File: config.mk
export PLATFORM = sky130hd
export DESIGN_NAME = rzb_queue
export DESIGN_NICKNAME = d
export VERILOG_FILES = /design/src/hdl/rzb_pkg.sv /design/src/hdl/rzb_queue.sv
export SDC_FILE = /design/constraint.sdc
export NUM_CORES = 1
export LEC_CHECK = 0
export BUFFER_PORTS_ARGS = -buffer_cell sky130_fd_sc_hd__buf_2
export CAP_MARGIN = 20
export CORE_AREA = 3 3 211 213
export DETAILED_ROUTE_END_ITERATION = 12
export DIE_AREA = 0 0 214 216
export PLACE_DENSITY = 0.68
export RECOVER_POWER = 100
export REMOVE_ABC_BUFFERS = 1
export SLEW_MARGIN = 5
export SYNTH_ARGS = -nofsm -noshare
export SYNTH_HDL_FRONTEND = slang
export SYNTH_SLANG_ARGS = --single-unit
File: constraint.sdc
create_clock -name clk -period 11 [get_ports clk]
set_input_delay 0.55 -clock clk [delete_from_list [all_inputs] [get_ports clk]]
set_output_delay 0.55 -clock clk [all_outputs]
set_load 0.02 [all_outputs]
File: src/hdl/rzb_pkg.sv
// Shared types, constants and helpers for the triangle raster unit.
package rzb_pkg;

  localparam int MAX_WIDTH  = 256;
  localparam int MAX_HEIGHT = 256;
  localparam int DEPTH_BITS = 24;
  localparam int STORE_SIZE = MAX_WIDTH * MAX_HEIGHT;
  localparam int ADDR_W     = $clog2(STORE_SIZE);
  localparam int DIM_W      = 9;
  localparam int Y_W        = $clog2(MAX_HEIGHT);
  localparam int X_W        = $clog2(MAX_WIDTH) + 1;
  localparam int FRAC_BITS  = 16;
  localparam int THIN_LIMIT = 7;
  localparam int COORD_W    = 12;

  localparam logic [1:0] OP_DRAW  = 2'd0;
  localparam logic [1:0] OP_CLEAR = 2'd1;
  localparam logic [1:0] OP_READ  = 2'd2;

  localparam logic REG_WIDTH  = 1'b0;
  localparam logic REG_HEIGHT = 1'b1;

  typedef struct packed {
    logic [1:0]         op;
    logic signed [15:0] vert_a_x;
    logic signed [15:0] vert_a_y;
    logic [23:0]        vert_a_depth;
    logic signed [15:0] vert_b_x;
    logic signed [15:0] vert_b_y;
    logic [23:0]        vert_b_depth;
    logic signed [15:0] vert_c_x;
    logic signed [15:0] vert_c_y;
    logic [23:0]        vert_c_depth;
    logic [31:0]        fill_colour;
    logic [15:0]        read_index;
  } in_item_t;

  typedef struct packed {
    logic [31:0] read_colour;
    logic [23:0] read_depth;
    logic [16:0] written_count;
  } out_item_t;

  typedef enum logic [1:0] {
    CMD_DRAW  = 2'd0,
    CMD_CLEAR = 2'd1,
    CMD_READ  = 2'd2,
    CMD_NOP   = 2'd3
  } cmd_kind_t;

  // Vertices are already floored and sorted by y.
  typedef struct packed {
    cmd_kind_t                     kind;
    logic [2:0][COORD_W-1:0]       vx;
    logic [2:0][COORD_W-1:0]       vy;
    logic [2:0][DEPTH_BITS-1:0]    vz;
    logic [COORD_W-1:0]            dyt;
    logic [COORD_W-1:0]            dya;
    logic [COORD_W-1:0]            dyb;
    logic [31:0]                   colour;
    logic [15:0]                   rd_index;
  } cmd_t;

  typedef struct packed {
    logic        start;
    logic [55:0] num;
    logic [31:0] den;
    logic [5:0]  iters;
  } div_req_t;

  typedef struct packed {
    logic        done;
    logic [55:0] quot;
  } div_rsp_t;

  function automatic logic [DIM_W-1:0] eff_dim(input logic [DIM_W-1:0] v,
                                               input logic [DIM_W-1:0] maxv);
    logic [DIM_W-1:0] r;
    r = v;
    if (v == '0) r = DIM_W'(1);
    if (v > maxv) r = maxv;
    return r;
  endfunction

endpackage

File: src/hdl/rzb_queue.sv
// Two-entry command queue between front and back end.
module rzb_queue import rzb_pkg::*; (
  input  logic clk,
  input  logic rst_n,
  input  logic wr,
  input  cmd_t wr_cmd,
  output logic full,
  input  logic rd,
  output logic valid,
  output cmd_t rd_cmd
);

  cmd_t       mem_r [2];
  logic       wr_ptr_r, rd_ptr_r;
  logic [1:0] cnt_r;

  always_ff @(posedge clk) begin
    if (!rst_n) begin
      wr_ptr_r <= 1'b0;
      rd_ptr_r <= 1'b0;
      cnt_r    <= '0;
    end else begin
      if (wr) wr_ptr_r <= !wr_ptr_r;
      if (rd) rd_ptr_r <= !rd_ptr_r;
      cnt_r <= cnt_r + 2'(wr) - 2'(rd);
    end
  end

  always_ff @(posedge clk) begin
    if (wr) mem_r[wr_ptr_r] <= wr_cmd;
  end

  assign full   = (cnt_r == 2'd2);
  assign valid  = (cnt_r != 2'd0);
  assign rd_cmd = mem_r[rd_ptr_r];

endmodule

Yosys cells after proc, flatten, opt, wreduce, memory -nomap -nowiden
Memories as Yosys holds them, arrays and structs flattened. A register that Yosys moved wholly into a read port is not among the register bits.
Index checks and enable logic that the tools add are counted.
{"block": "classes", "add_sub_neg": 2, "n_eq_ne": 1, "muxes": 4, "reduce_logical": 3}
{"operator": "2-to-1 mux 1 bit", "count": 4}
{"operator": "adder 2 x 1 -> 2 bit", "count": 1}
{"operator": "== test 2 bit (second input constant)", "count": 1}
{"operator": "logical NOT 1 bit", "count": 2}
{"operator": "nonzero test 2 bit", "count": 1}
{"operator": "subtractor 2 x 1 -> 2 bit", "count": 1}
{"block": "word_totals", "mem_bits_rw": 460, "mem_count": 1, "out_inout_bits": 232, "in_bits": 234, "register_bits": 4, "elab_cells": 14}
{"memory": "mem_r", "words": 2, "width": 230, "rd": 1, "rd_clocked_by_memory_dff": 1, "wr": 1, "line_no": "rzb_queue.sv:13", "rtl": "cmd_t mem_r [2];"}

Longest topological paths before layout
{"block": "logic_depth", "word_depth": 3, "depth_mapped": 6, "ltp_nobuf": 6}

Least setup slack after synthesis
Ideal clock, no wire load.
{"block": "synth_timing", "path_kind": "in2reg", "start": "in wr", "end": "reg wr_ptr_r", "setup_ps": 105, "t_arrival_ps": 11265, "path_stages": 2, "slack_ps": -370, "path_cell_list": "nor2b_1 o21a_1"}
{"item": "start: declaration", "line_no": "rzb_queue.sv:5", "rtl": "input logic wr,"}
{"item": "end signal: assignment", "line_no": "rzb_queue.sv:23", "rtl": "if (wr) wr_ptr_r <= !wr_ptr_r;"}
{"item": "end: declaration", "line_no": "rzb_queue.sv:14", "rtl": "logic wr_ptr_r, rd_ptr_r;"}

Final worst setup path
{"block": "layout_timing", "start": "reg wr_ptr_r", "end": "mem mem_r[1][204] (netlist name) (enable)"}
{"item": "end: declaration", "line_no": "rzb_queue.sv:13"}
Straight into the memory's write port.

==> results.yml <==
route:
  ant_nets: 0
  drc: 0
  wire_per_inst_um: 19.6
  wl_um: 36500
  drtIter0Drc: 527
  drt_first_pass_iters: 4
  vias_per_cell: 4.62
  dr_total_vias: 8612
critical_path:
  reg2reg_depth: 3
  reg2reg_from: "wr_ptr_r$_SDFFE_PN0P_"
  cp-end-kind: "flop"
  critical_path.top_delay_family: "buffers and inverters"
  crit_path_start_kind: "flop"
  regToRegEndpoint: "mem_r[1][204]$_DFFE_PP_"
  required_ps: 11100
  crit_chain: "and2_0, buf_4, clkbuf_1"
  cp_max_fo: 75
  r2r_slack_ps: 4410
  max_stage_delay_ps: 2250
  cp_slowest_cell: "and2_0"
  arrival_ps: 6690
  critPathBufInv: 2
  path_class: "flop to flop"
floorplan:
  io_pins: 466
  die_x_um: 214
  rows: 76
  die_y_um: 216
  start_util_pct: 41.6
  core_area_um2: 42900
  dieArea_um2: 46200
power:
  power_frac_comb_pct: 10.8
  internal_power_w: 0.00307
  seqPwrFrac_pct: 52.0
  leakage_nw: 7.49
  switchingPower_w: 0.000936
  clkPwrFrac_pct: 37.2
  switching_share_pct: 23.4
  max-vdd-ir-drop_v: 0.000184
  powerDensity_nw_per_um2: 190
yosys:
  synth_common_cells: "460 x edfxtp_1, 200 x mux2_4, 30 x mux2_2"
  syn-mean-instance-area_um2: 24.2
  synthCells: 737
  synth_most_common_cell: "edfxtp_1"
  ys_types: 15
  synth-edff-count: 460
  ys_ff_latch: 465
  synth_area_leaders: "edfxtp_1 77%, mux2_4 17%, buf_12 2.5%, mux2_2 1.9%, dfxtp_1 0.56%"
  yosysTopAreaCell: "edfxtp_1"
  async_flop_share_pct: 0
  yosysSeqAreaShare_pct: 78.0
  synth_ff_type: "edfxtp_1"
  synth.top_cell.area_share_pct: 77.4
  mappedNetlistArea_um2: 17800
  synth_warnings: 0
placement:
  port_buffers: 465
  gp_congestion: 0.758
  dp_hpwl_um: 24400
  placed_cell_area_um2: 20500
sta:
  timing.slew.headroom_pct: -193
  rsz0062_at_grt: "false"
  hold_viol: 0
  tightest_slew_ps: 4400
  maxSlewViolCount: 453
  fmax_mhz: 152
  finClkSkew_ps: 14.7
  fin_crit_sh_pct: 59.9
  fin_crit_ps: 6590
  fin_setup_tns_ps: 0
  finalSetupViolCount: 0
clocking:
  cts_buffers: 48
  cts_tree: "built"
  ctsResizeCount: 0
  cts_buffer_depth: 3
  cts-htree-levels: 2
  clk_latency_ps: 560
  clkTransAtPathRegs_ps: 60
  cts_setup_buffers: 0
  ctsHoldBuffers: 0
  clock-sinks: 465
  cts-root-buf: "clkbuf_16"
hold_path:
  hold_path.startpoint: "wr_cmd[118]"
  whs_endpoint: "mem_r[0][118]$_DFFE_PP_"
  hold_depth: 1
  hold_path_class: "input port to flop"
cells_and_area:
  design_area_um2: 21000
  finalNetCount: 1471
  drive_gt1_share_pct: 32.4
  area_growth_pct: 17.9
global_route:
  grt_max_degree: 126
  grt_pass1_vias: 9232
  antenna_found_initial: 10
  grt-ovfl-total: 0
  grtUsageTotal_pct: 15.4
  grt_pass1_wl_um: 54400
outcome:
  outcome: "finished with violations"
  violations: "capacitance limit, slew limit"
run:
  drv_cap: 8
-- layer usage --
metal  up-vias  global-route usage, %  share of wire [%]
li1       3954                      -                  -
met1      4259                   17.9                 38
met2       322                   26.0                 50
met3        75                   5.45                8.7
met4         2                   6.21                3.4
met5         -                      0              0.033
-- worst reg2reg max path, cell delays in order (launching register included) --
cell      delay [ps]
dfxtp_1          380
and2_0          2250
buf_4           1100
clkbuf_1        2330
-- metrics by stage --
step | total power, W | util, % | hold WS [ps] | std cells | worst slack [ps]
after floorplan | 0.00256 | - | 555 | 711 | -370
after global placement | 0.00264 | 47.9 | 564 | 1770 | 7560
after detailed placement | 0.00265 | 47.9 | 576 | 1770 | 7560
after CTS | 0.00415 | 51.3 | 130 | 1858 | 7230
after global routing | 0.00417 | 49.1 | 140 | 1864 | 3810
final | 0.00401 | 49.1 | 175 | 1866 | 4410
-- area by class of cell --
type | instances | area, um^2
clock inverter | 21 | 125
multi-input combinational | 244 | 2730
antenna | 8 | 20.0
clock buffer | 67 | 1320
inverter | 2 | 7.51
timing repair buffer | 474 | 2200
fill | 3804 | 21800
sequential | 465 | 13900
tap | 585 | 732
-- cells in the final DEF, fill, tap and decap left out --
master / n
buf_1: 1
o21a_1: 1
or2_2: 1
buf_2: 315
buf_12: 1
inv_6: 1
clkinv_1: 11
bufinv_16: 1
dfxtp_1: 5
inv_1: 2
edfxtp_1: 460
clkbuf_1: 170
mux2_2: 28
xor2_1: 1
mux2_1: 199
buf_4: 2
and2_0: 4
xnor3_1: 1
nor2b_1: 3
mux2_4: 3
diode_2: 8
clkbuf_16: 49
nor2b_4: 1
ha_1: 2
clkbuf_8: 3
clkinvlp_4: 2
clkinv_2: 6
-- power by group through the flow --
| stage | registers (W) | clock network (W) | logic (W) |
|---|---|---|---|
| 3_5_place_dp | 0.00212 | 0 | 0.000528 |
| 4_1_cts | 0.00209 | 0.00154 | 0.000530 |
| 3_3_place_gp | 0.00212 | 0 | 0.000524 |
| 6_report | 0.00209 | 0.00149 | 0.000434 |
| 2_1_floorplan | 0.00216 | 0 | 0.000394 |
| 5_1_grt | 0.00209 | 0.00161 | 0.000468 |
-- cells by family after synthesis --
kind of cell	after synthesis	share of synthesized area, %
AO/OA/AOI/OAI	1	0.0421
XOR/XNOR	2	0.175
adder cells (fa/ha/maj)	2	0.140
buffers and inverters	28	2.66
flip-flops	465	78.0
multiplexers	230	18.7
AND/OR/NAND/NOR	9	0.315
-- state kept, by name, summed over array words and instances (netlist names), named ones only --
signal,flops
cnt_r,2
mem_r,460
rd_ptr_r,1
wr_ptr_r,1
-- worst max-delay path by stage --
stage | start | end | cells after the start
global placement | wr | mem_r[1][146]$_DFFE_PP_ | 4
CTS | flop | rd_cmd[27] | 3
detailed placement | wr | mem_r[1][10]$_DFFE_PP_ | 4
global route | wr_ptr_r$_SDFFE_PN0P_ | mem_r[1][204]$_DFFE_PP_ | 3
finish | wr_ptr_r$_SDFFE_PN0P_ | mem_r[1][204]$_DFFE_PP_ | 3
floorplan | wr | wr_ptr_r$_SDFFE_PN0P_ | 2
No activity file was read; power rests on OpenSTA's default activity.
