==> config.mk <==
export PLATFORM = sky130hd
export DESIGN_NAME = rzb_front
export DESIGN_NICKNAME = d
export VERILOG_FILES = /design/src/hdl/rzb_pkg.sv /design/src/hdl/rzb_front.sv
export SDC_FILE = /design/constraint.sdc
export NUM_CORES = 1
export LEC_CHECK = 0
export BUFFER_PORTS_ARGS = -buffer_cell sky130_fd_sc_hd__buf_2
export CAP_MARGIN = 20
export CORE_AREA = 2 2 173 175
export DETAILED_ROUTE_END_ITERATION = 16
export DIE_AREA = 0 0 175 177
export GPL_ROUTABILITY_DRIVEN = 0
export PLACE_DENSITY = 0.53
export SLEW_MARGIN = 20
export SYNTH_ARGS = -nofsm -noshare
export SYNTH_HDL_FRONTEND = slang
export SYNTH_SLANG_ARGS = --single-unit
==> constraint.sdc <==
create_clock -name vclk -period 7.7
set_input_delay 0 -clock vclk [all_inputs]
set_output_delay 0 -clock vclk [all_outputs]
set_load 0.01 [all_outputs]
==> src/hdl/rzb_pkg.sv <==
// Shared types, constants and helpers for the triangle raster unit.
package rzb_pkg;

  localparam int MAX_WIDTH  = 256;
  localparam int MAX_HEIGHT = 256;
  localparam int DEPTH_BITS = 24;
  localparam int STORE_SIZE = MAX_WIDTH * MAX_HEIGHT;
  localparam int ADDR_W     = $clog2(STORE_SIZE);
  localparam int DIM_W      = 9;
  localparam int Y_W        = $clog2(MAX_HEIGHT);
  localparam int X_W        = $clog2(MAX_WIDTH) + 1;
  localparam int FRAC_BITS  = 16;
  localparam int THIN_LIMIT = 7;
  localparam int COORD_W    = 12;

  localparam logic [1:0] OP_DRAW  = 2'd0;
  localparam logic [1:0] OP_CLEAR = 2'd1;
  localparam logic [1:0] OP_READ  = 2'd2;

  localparam logic REG_WIDTH  = 1'b0;
  localparam logic REG_HEIGHT = 1'b1;

  typedef struct packed {
    logic [1:0]         op;
    logic signed [15:0] vert_a_x;
    logic signed [15:0] vert_a_y;
    logic [23:0]        vert_a_depth;
    logic signed [15:0] vert_b_x;
    logic signed [15:0] vert_b_y;
    logic [23:0]        vert_b_depth;
    logic signed [15:0] vert_c_x;
    logic signed [15:0] vert_c_y;
    logic [23:0]        vert_c_depth;
    logic [31:0]        fill_colour;
    logic [15:0]        read_index;
  } in_item_t;

  typedef struct packed {
    logic [31:0] read_colour;
    logic [23:0] read_depth;
    logic [16:0] written_count;
  } out_item_t;

  typedef enum logic [1:0] {
    CMD_DRAW  = 2'd0,
    CMD_CLEAR = 2'd1,
    CMD_READ  = 2'd2,
    CMD_NOP   = 2'd3
  } cmd_kind_t;

  // Vertices are already floored and sorted by y.
  typedef struct packed {
    cmd_kind_t                     kind;
    logic [2:0][COORD_W-1:0]       vx;
    logic [2:0][COORD_W-1:0]       vy;
    logic [2:0][DEPTH_BITS-1:0]    vz;
    logic [COORD_W-1:0]            dyt;
    logic [COORD_W-1:0]            dya;
    logic [COORD_W-1:0]            dyb;
    logic [31:0]                   colour;
    logic [15:0]                   rd_index;
  } cmd_t;

  typedef struct packed {
    logic        start;
    logic [55:0] num;
    logic [31:0] den;
    logic [5:0]  iters;
  } div_req_t;

  typedef struct packed {
    logic        done;
    logic [55:0] quot;
  } div_rsp_t;

  function automatic logic [DIM_W-1:0] eff_dim(input logic [DIM_W-1:0] v,
                                               input logic [DIM_W-1:0] maxv);
    logic [DIM_W-1:0] r;
    r = v;
    if (v == '0) r = DIM_W'(1);
    if (v > maxv) r = maxv;
    return r;
  endfunction

endpackage

==> src/hdl/rzb_front.sv <==
// Front end: floors and sorts vertices, classifies each item into a command.
module rzb_front import rzb_pkg::*; (
  input  logic     push,
  input  in_item_t in_item,
  input  logic     q_full,
  output logic     q_wr,
  output cmd_t     q_cmd
);

  logic signed [COORD_W-1:0] x [3];
  logic signed [COORD_W-1:0] y [3];
  logic [DEPTH_BITS-1:0]     z [3];
  logic signed [COORD_W-1:0] tx, ty;
  logic [DEPTH_BITS-1:0]     tz;
  logic signed [COORD_W:0]   dyt, dya, dyb;

  always_comb begin
    tx = '0;
    ty = '0;
    tz = '0;
    x[0] = in_item.vert_a_x[15:4];
    y[0] = in_item.vert_a_y[15:4];
    z[0] = in_item.vert_a_depth;
    x[1] = in_item.vert_b_x[15:4];
    y[1] = in_item.vert_b_y[15:4];
    z[1] = in_item.vert_b_depth;
    x[2] = in_item.vert_c_x[15:4];
    y[2] = in_item.vert_c_y[15:4];
    z[2] = in_item.vert_c_depth;
    // three compare-swaps: (0,1) (0,2) (1,2)
    if (y[0] > y[1]) begin
      tx = x[0]; ty = y[0]; tz = z[0];
      x[0] = x[1]; y[0] = y[1]; z[0] = z[1];
      x[1] = tx; y[1] = ty; z[1] = tz;
    end
    if (y[0] > y[2]) begin
      tx = x[0]; ty = y[0]; tz = z[0];
      x[0] = x[2]; y[0] = y[2]; z[0] = z[2];
      x[2] = tx; y[2] = ty; z[2] = tz;
    end
    if (y[1] > y[2]) begin
      tx = x[1]; ty = y[1]; tz = z[1];
      x[1] = x[2]; y[1] = y[2]; z[1] = z[2];
      x[2] = tx; y[2] = ty; z[2] = tz;
    end
    dyt = 13'(y[2]) - 13'(y[0]);
    dya = 13'(y[1]) - 13'(y[0]);
    dyb = 13'(y[2]) - 13'(y[1]);

    q_cmd.vx       = {x[2], x[1], x[0]};
    q_cmd.vy       = {y[2], y[1], y[0]};
    q_cmd.vz       = {z[2], z[1], z[0]};
    q_cmd.dyt      = dyt[COORD_W-1:0];
    q_cmd.dya      = dya[COORD_W-1:0];
    q_cmd.dyb      = dyb[COORD_W-1:0];
    q_cmd.colour   = in_item.fill_colour;
    q_cmd.rd_index = in_item.read_index;
    case (in_item.op)
      OP_DRAW:  q_cmd.kind = (dyt == '0) ? CMD_NOP : CMD_DRAW;
      OP_CLEAR: q_cmd.kind = CMD_CLEAR;
      OP_READ:  q_cmd.kind = CMD_READ;
      default:  q_cmd.kind = CMD_NOP;
    endcase
  end

  assign q_wr = push && !q_full;

endmodule

After elaboration in Yosys (flattened, before gate mapping)
Cells that the tools add are included.
{"block": "word_totals", "regBits": 0, "in_bits": 220, "out_inout_bits": 231, "word_cells": 26}
{"block": "classes", "n_addsub": 3, "order_cmp": 3, "eq_ne": 2, "n_mux": 14, "reduce_logical": 4}
{"cell": "24-bit 2-to-1 mux", "count": 6}
{"cell": "48-bit 2-to-1 mux", "count": 2}
{"cell": "12-bit 2-to-1 mux", "count": 4}
{"cell": "12-bit greater-than comparator", "count": 3}
{"cell": "12-bit subtractor", "count": 2}
{"cell": "13-bit logical NOT", "count": 1}
{"cell": "12-bit by 12-bit subtractor with 13-bit output", "count": 1}
{"cell": "2-bit case mux with 3 select lines", "count": 1}
{"cell": "2-bit by 1-bit == test with 1-bit output, second input constant", "count": 1}
{"cell": "2-bit == test, second input constant", "count": 1}
{"cell": "2-bit logical NOT", "count": 1}
{"cell": "2-bit 2-to-1 mux", "count": 1}
{"cell": "1-bit logical AND", "count": 1}
{"cell": "1-bit logical NOT", "count": 1}

Longest topological paths before layout
Gate-level depths: netlist of run 1.
{"block": "logic_depth", "ltp_word": 10, "depth_mapped": 49, "ltp_nobuf": 37}

Worst setup path before layout of run 1
No wires, ideal clock.
{"block": "synth_path", "kind": "input to output", "startpoint": "input port in_item[138] in the netlist's numbering", "endpoint": "output port q_cmd[228] in the netlist's numbering", "arrival_time_ns": 8.794, "required_ns": 7.700, "setup_slack_ns": -1.094, "cell_stages": 45, "cell_sequence": "clkbuf_1 inv_1 ha_1 nand2_1 o21ai_1 a21oi_2 a21oi_1 buf_2 buf_2 buf_2 mux2i_1 inv_1 ha_1 and4_1 nand4_1 a2bb2oi_1 o21a_1 buf_6 [9 not listed] o21ai_1 clkbuf_1 clkbuf_1 buf_1 nand2_1 o21ai_0 inv_1 ha_1 inv_1 a21oi_1 or4_1 o2111ai_1 nand4b_1 a211oi_1 a311o_1 a21oi_1 xnor2_1 o41ai_1"}
{"element": "from (decl)", "line": "rzb_front.sv:4", "text": "input in_item_t in_item,"}
{"element": "to (decl)", "line": "rzb_front.sv:7", "text": "output cmd_t q_cmd"}

==> run summary, run 1 <==
The global-route usage over all layers is 18.5%, and the number of iterations in the first detailed-routing pass is 6. The number of antenna violations at the first check in global routing came out at 3. The total count of hold-check failures in the final report was 0; the final standard cell area without fillers was 0.00871 sq mm. Counting I/O delays and the setup requirement, the final critical path takes 7.30 ns.

In this run switching power makes up 61.0% of total power. The floorplan has 63 rows. The number of global-route vias before repair is 8142, and the power density normalized to cell area is 372 mW/mm^2. The total global routing overflow is 0. The number of buffers inserted by port buffering is 331, and the wire length per cell is 18.2 microns.

Termination of the worst setup path: q_cmd[228]. Largest net degree at the start of global routing: 86. The sequential cell count is 0. For this design, the CTS-stage hold fixing added 0 buffers. Setup violations remaining at the end of the flow were counted as 0. The footprint of the flip-flops and latches is 0 sq um. Timing would allow up to 0.137 GHz.

The floorplan step defined a core boundary enclosing 0.0292 sq mm. The worst path uses 94.8% of the clock period. Critical path class: input pin to output port. Measured along the y axis, the die boundary spans 177 microns.

The layout cell share with drive strength beyond 1 was 34.1%. The highest fanout seen on the critical path came out at 9. Netlist area before placement: 0.00637 sq mm. The tools report the kind of start point of the critical path as an input pin.

The worst endpoint required time is 7.70 ns, and the mean cell area of the mapped netlist is 5.86 sq um. STA puts the critical path data arrival time at 7.30 ns. The total net switching power is 0.00198 W. Synthesis-to-layout area growth: 36.6%.

The tools report the endpoint kind of the worst setup timing path as an output port. Remaining antenna violation count: 0. The synthesized design spends more area on one cell type than any other, namely nor2_1. The run gives 0% as the power share of the sequential group. The run gives 25900 microns as the final HPWL from detailed placement. The start point of the critical path is in_item[143]. The tightest min-delay check is of the input pin to output port type.

The logs give 100.0% for the relative contribution of combinational cells to total power and 0.00324 W for the total power. After layout, the clock buffer instance count stands at 0. For the count of nets after finishing, the log shows 1654.

After technology mapping, the gate count stands at 1087. Count of routing violations after the opening detailed-route iteration: 744. The floorplan step set the die width to 175 microns.

The run finished with clean final reports. After detailed routing, the number of vias per cell comes to 5.11. The worst-case IR drop observed on VDD is 0.272 mV.

At the pin with the least slew margin, the transition time is 0.890 ns. The first global-routing pass estimated 46000 microns of wire. For this run, design rule violations remaining after detail routing come to 0. In the post-synthesis netlist, the biggest area contributors are nor2_1 (14%), ha_1 (11%), o22ai_1 (7.7%). By instance count, the leading cell after synthesis is nor2_1. The maximum cell stage delay along the critical path is 0.41 ns. After synthesis, the most frequently instantiated cells are nor2_1 (240), nand2_1 (118), o22ai_1 (78), inv_1 (77), ha_1 (58).

The register area share after synthesis is 0%, and the final number of max-transition violations is 0. Total via count in the routed design: 9026. The relative contribution of the clock network to total power is 0%, and the number of violations of the max-capacitance limit is 0. 451 I/O pins were placed. The top cell type by area accounts for 14.1% of the synthesized area. The cell type of the slowest stage on the worst timing path is or4_1. Headroom to the max-slew limit came out at 40.6%. The effective utilization at floorplan was 21.8%. Hold is met by 0.00000283 ns. In this run the most critical hold path is launched from in_item[36].

The total internal power was 0.00126 W; the net count of the mapped netlist was 1367. The Yosys step of the flow raised 0 warnings. Sum of routed wire length over all layers: 32000 microns. The full die area is 0.0310 sq mm, and the leakage power of the design is 4.26 nW. The run gives 0.00857 sq mm as the area after detailed placement. The number of distinct library cell variants in the gate-level netlist after synthesis was 76.
[layout by cell type (no fill, tap or decap), drive strengths merged, types with 4 or more instances in the layout]
cell type | Yosys | layout
nor3 | 16 | 16
o21ai | 44 | 44
ha | 58 | 58
inv | 78 | 78
nand2 | 119 | 119
a21boi | 14 | 14
a21oi | 60 | 60
o21a | 9 | 9
mux2 | 9 | 9
a31oi | 39 | 39
nor2b | 9 | 9
a221o | 4 | 4
a21o | 15 | 15
xnor2 | 18 | 18
mux2i | 21 | 21
nand2b | 11 | 11
xor2 | 8 | 8
o211ai | 10 | 10
o31ai | 4 | 4
nand4 | 11 | 11
nand3 | 21 | 21
a211oi | 8 | 8
o311ai | 4 | 4
and2 | 5 | 5
o22ai | 79 | 79
nor2 | 241 | 241
buf | 77 | 398
[per-layer routing]
layer / vias to the layer above / wire [microns] / global-route usage [%]
met1: 4211 / 15000 / 27.2
met2: 402 / 14600 / 29.0
met3: 24 / 2190 / 2.47
met4: 0 / 254 / 2.88
met5: - / 0 / 0
li1: 4389 / - / -
[worst min path at each step]
stage,endpoint,slack (ns),depth (start not counted)
CTS,q_cmd[12],0.00007,0
floorplan,q_wr,0.05,1
finish,q_cmd[36],0.000003,0
global route,q_cmd[9],0.00002,0
detailed placement,q_cmd[12],0.00007,0
global placement,q_cmd[12],0.00007,0
[stage by stage]
stage	setup TNS, ns	utilization, %	worst slack (ns)	instances
floorplan	0	-	0.00202	1087
global placement	0	29.3	0.230	1760
detailed placement	0	29.3	0.149	1760
CTS	0	29.3	0.122	1760
global route	-0.0323	29.8	-0.0170	1765
finish	0	29.8	0.403	1765
[power by group through the flow]
stage	Combinational, W	Clock (W)	Sequential [W]
floorplan	0.00198	0	0
detailed placement	0.00318	0	0
finish	0.00324	0.0000000000523	0
global route	0.00351	0.0000000000523	0
global placement	0.00318	0	0
CTS	0.00320	0	0
[layout make-up]
| cell class | instances | area (sq um) |
|---|---|---|
| fill | 3322 | 20500 |
| tap | 390 | 488 |
| inverter | 78 | 293 |
| timing repair buffer | 398 | 2200 |
| multi-input combinational | 896 | 5730 |
| antenna | 3 | 7.51 |
[cells by family after synthesis]
family / share of synthesized area, %
compound gates: 34.5
fa+ha+maj: 12.0
buf+inv: 14.7
mux: 4.95
simple gates: 30.3
xor+xnor: 3.57
[worst max-delay path: cells and delay by family]
family | cells | cell delay, ns
muxes | 1 | 0.38
buffers and inverters | 8 | 0.92
adders and majority gates | 4 | 1.16
AOI/OAI and AO/OA | 16 | 2.90
and+or+nand+nor | 8 | 1.72
xor gates and xnor gates | 1 | 0.18
[timing repair]
item / 4_1_cts / 5_1_grt
resized for setup: 0 / 28
hold endpoints to repair: 0 / 0
setup endpoints to repair: 0 / 10
setup buffers: 0 / 2
(Power assumes the default switching activity.)
==> inputs of run 2 (changes only) <==
--- a/config.mk
+++ b/config.mk
@@ -7,11 +7,11 @@
 export LEC_CHECK = 0
 export BUFFER_PORTS_ARGS = -buffer_cell sky130_fd_sc_hd__buf_2
 export CAP_MARGIN = 20
-export CORE_AREA = 2 2 173 175
+export CORE_AREA = 2 2 175 177
 export DETAILED_ROUTE_END_ITERATION = 16
-export DIE_AREA = 0 0 175 177
+export DIE_AREA = 0 0 177 179
 export GPL_ROUTABILITY_DRIVEN = 0
-export PLACE_DENSITY = 0.53
+export PLACE_DENSITY = 0.5
 export SLEW_MARGIN = 20
 export SYNTH_ARGS = -nofsm -noshare
 export SYNTH_HDL_FRONTEND = slang
==> constraint.sdc (replaced) <==
create_clock -name vclk -period 9.2
set_input_delay 0 -clock vclk [all_inputs]
set_output_delay 0 -clock vclk [all_outputs]
set_load 0.01 [all_outputs]
==> run 2 against run 1 <==
Global-route usage shrank 0.14 points; wire length is 0.24% lower; cell area decreased by 6.4%; setup slack improved by 0.53 ns; combinational power is 20% lower; first-iteration DRC count down 7.3%.
==> run summary, run 2 (same netlist as run 1, synthesis figures left out) <==
Leaving out fill and tap cells, the most frequent cells in the layout are buf_2 (331), nor2_1 (239), nand2_1 (118), o22ai_1 (78), inv_1 (77). The worst setup path is of the input pin to output port kind. In the post-route analysis, the smallest setup slack over all paths is 0.935 ns. For this block, wires on met1 add up to 15000 microns.

The die covers 0.0317 sq mm. The highest metal layer with signal wires is met4. Before CTS, the worst setup slack after placement is 0.565 ns. Once detail routing completed, the nets flagged for antenna violations numbered 0. The tools report the worst endpoint required time as 9.20 ns.

The number of global-route vias before repair came out at 7942. Row generation in the floorplan step produced 64 rows. The total net switching power is 0.00162 W, and the layout cell share with drive strength beyond 1 is 29.7%. The worst setup path is launched from an input pin.

Adding up every negative setup slack in the final design gives 0 ns. The total number of cells along the worst setup path was 33; the count of routing violations after the opening detailed-route iteration was 690. Once placement completed, the tool counted placed cells totaling 1726.

The vertical die dimension is 179 microns, and the number of violations of the max-capacitance limit is 0. The run gives 2500 microns as the routed length on met3. The final HPWL from detailed placement came out at 26000 microns.

For this run, the detailed router's first-pass iteration total came to 5. On the critical path, the stage with the largest delay is an instance of o21ai_0. For the total internal power, the log shows 0.000966 W. The horizontal extent of the die works out to 177 microns.

The flow ran to the end, and the final reports show no timing, DRC or antenna violations. The tools report the wire length on met2 as 14300 microns. After layout, the clock buffer instance count stands at 0. Utilization after layout: 27.2%. In this run switching power makes up 62.6% of total power. Number of antenna violations at the first check in global routing: 2. The largest single stage delay on the critical path is 0.57 ns.

Input and output buffers added on the ports amount to 331. The run gives 0.121 GHz as the maximum operating frequency. Setup repair after global routing left no endpoint under its margin. The number of hold buffers added after CTS was 0. The transition time of the tightest slew-check pin came out at 0.868 ns. The final layout contains routed wiring with a total length of 32000 microns. The leakage power of the design came out at 4.02 nW.

Termination of the worst setup path: q_cmd[229]. After detailed routing, the number of vias per cell comes to 5.13. Setup violations remaining at the end of the flow were counted as 0.

The area growth from synthesis to layout is 27.9%. Path category of the worst min-delay check: input pin to output port. Together, buffers and inverters on the worst path number 5.

For the final number of max-transition violations, the log shows 0. The first global-routing pass estimated 46000 microns of wire. Largest net degree at the start of global routing: 77. The power share of the sequential group was 0%; the total via count in the routed design was 8867.

The tools report the start point of the critical path as in_item[143]. Data arrives at the worst endpoint at 8.27 ns. Leaving out filler cells and counting taps, the final layout contains 1728.

In the routed design, unresolved DRC markers number 0. The cell family contributing the most delay on the critical path is compound AO/OA/AOI/OAI gates. The final layout contains 1613 nets.

Global routing finished with a remaining overflow of 0. In this run, the clock network consumes 0% of the power. The library cell used most frequently in the layout, excluding fill and tap cells, is buf_2.

The smallest clock period supported by the final layout is computed as 8.27 ns. The worst setup path is captured at an output port. The final critical path takes up 89.8% of the cycle.

During I/O placement, the number of pins put on the boundary was 451. The peak supply drop was 0.160 mV. The highest fanout seen on the critical path was 22. The run gives 0 as the total count of hold-check failures in the final report. Global-route usage over all layers: 18.4%. The design has 0 sequential cells. The tools report the relative contribution of combinational cells to total power as 100.0%. The core region is 0.0300 sq mm. The logs give 42.0% for the worst slew margin relative to its limit and 0 sq um for the footprint of the flip-flops and latches. The effective utilization at floorplan was 21.2%.

Wire length per cell: 18.5 microns. Power density normalized to cell area: 317 mW/mm^2.
run 2: changes by cell type in the layout (fill, tap and decap cells not counted), sizes merged:
cell   delta
diode     -2
o21ai     +1
buf      -42
run 2: area by class of cell:
cell class / instances / area, sq um
diodes: 1 / 2.50
well taps: 396 / 495
fillers: 3520 / 21900
inverters: 78 / 293
repair buffers: 356 / 1840
multi-input cells: 897 / 5520
run 2: repair_timing:
action / CTS / global route
buffers inserted: 0 / 0
resized for setup: 0 / 4
setup endpoints to repair: 0 / 1
run 2: how the worst min path moves through the flow:
stage,startpoint,slack (ns),end,depth (start not counted)
global route,in_item[3],0.00002,q_cmd[3],0
finish,in_item[12],0.000003,q_cmd[12],0
floorplan,q_full,0.05,q_wr,1
detailed placement,in_item[10],0.00007,q_cmd[10],0
global placement,in_item[10],0.00007,q_cmd[10],0
CTS,in_item[10],0.00007,q_cmd[10],0
run 2: power groups by stage:
stage | Sequential [W] | Clock, W | Combinational [W]
4_1_cts | 0 | 0 | 0.00258
5_1_grt | 0 | 0 | 0.00284
3_5_place_dp | 0 | 0 | 0.00257
2_1_floorplan | 0 | 0 | 0.00160
3_3_place_gp | 0 | 0 | 0.00256
6_report | 0 | 0.0000000000146 | 0.00258
run 2: metrics by stage:
step | hold WS [ns] | total power [W] | cell area, sq um
finish | 0.00000326 | 0.00258 | 8150
global route | 0.0000150 | 0.00284 | 8150
CTS | 0.0000686 | 0.00258 | 8130
detailed placement | 0.0000686 | 0.00257 | 8130
global placement | 0.0000686 | 0.00256 | 8130
floorplan | 0.0464 | 0.00160 | 6370
run 2: routing by layer:
layer / up-vias / GRT usage, %
li1: 4308 / -
met1: 4152 / 28.0
met2: 387 / 28.3
met3: 20 / 2.33
met4: 0 / 1.07
met5: - / 0
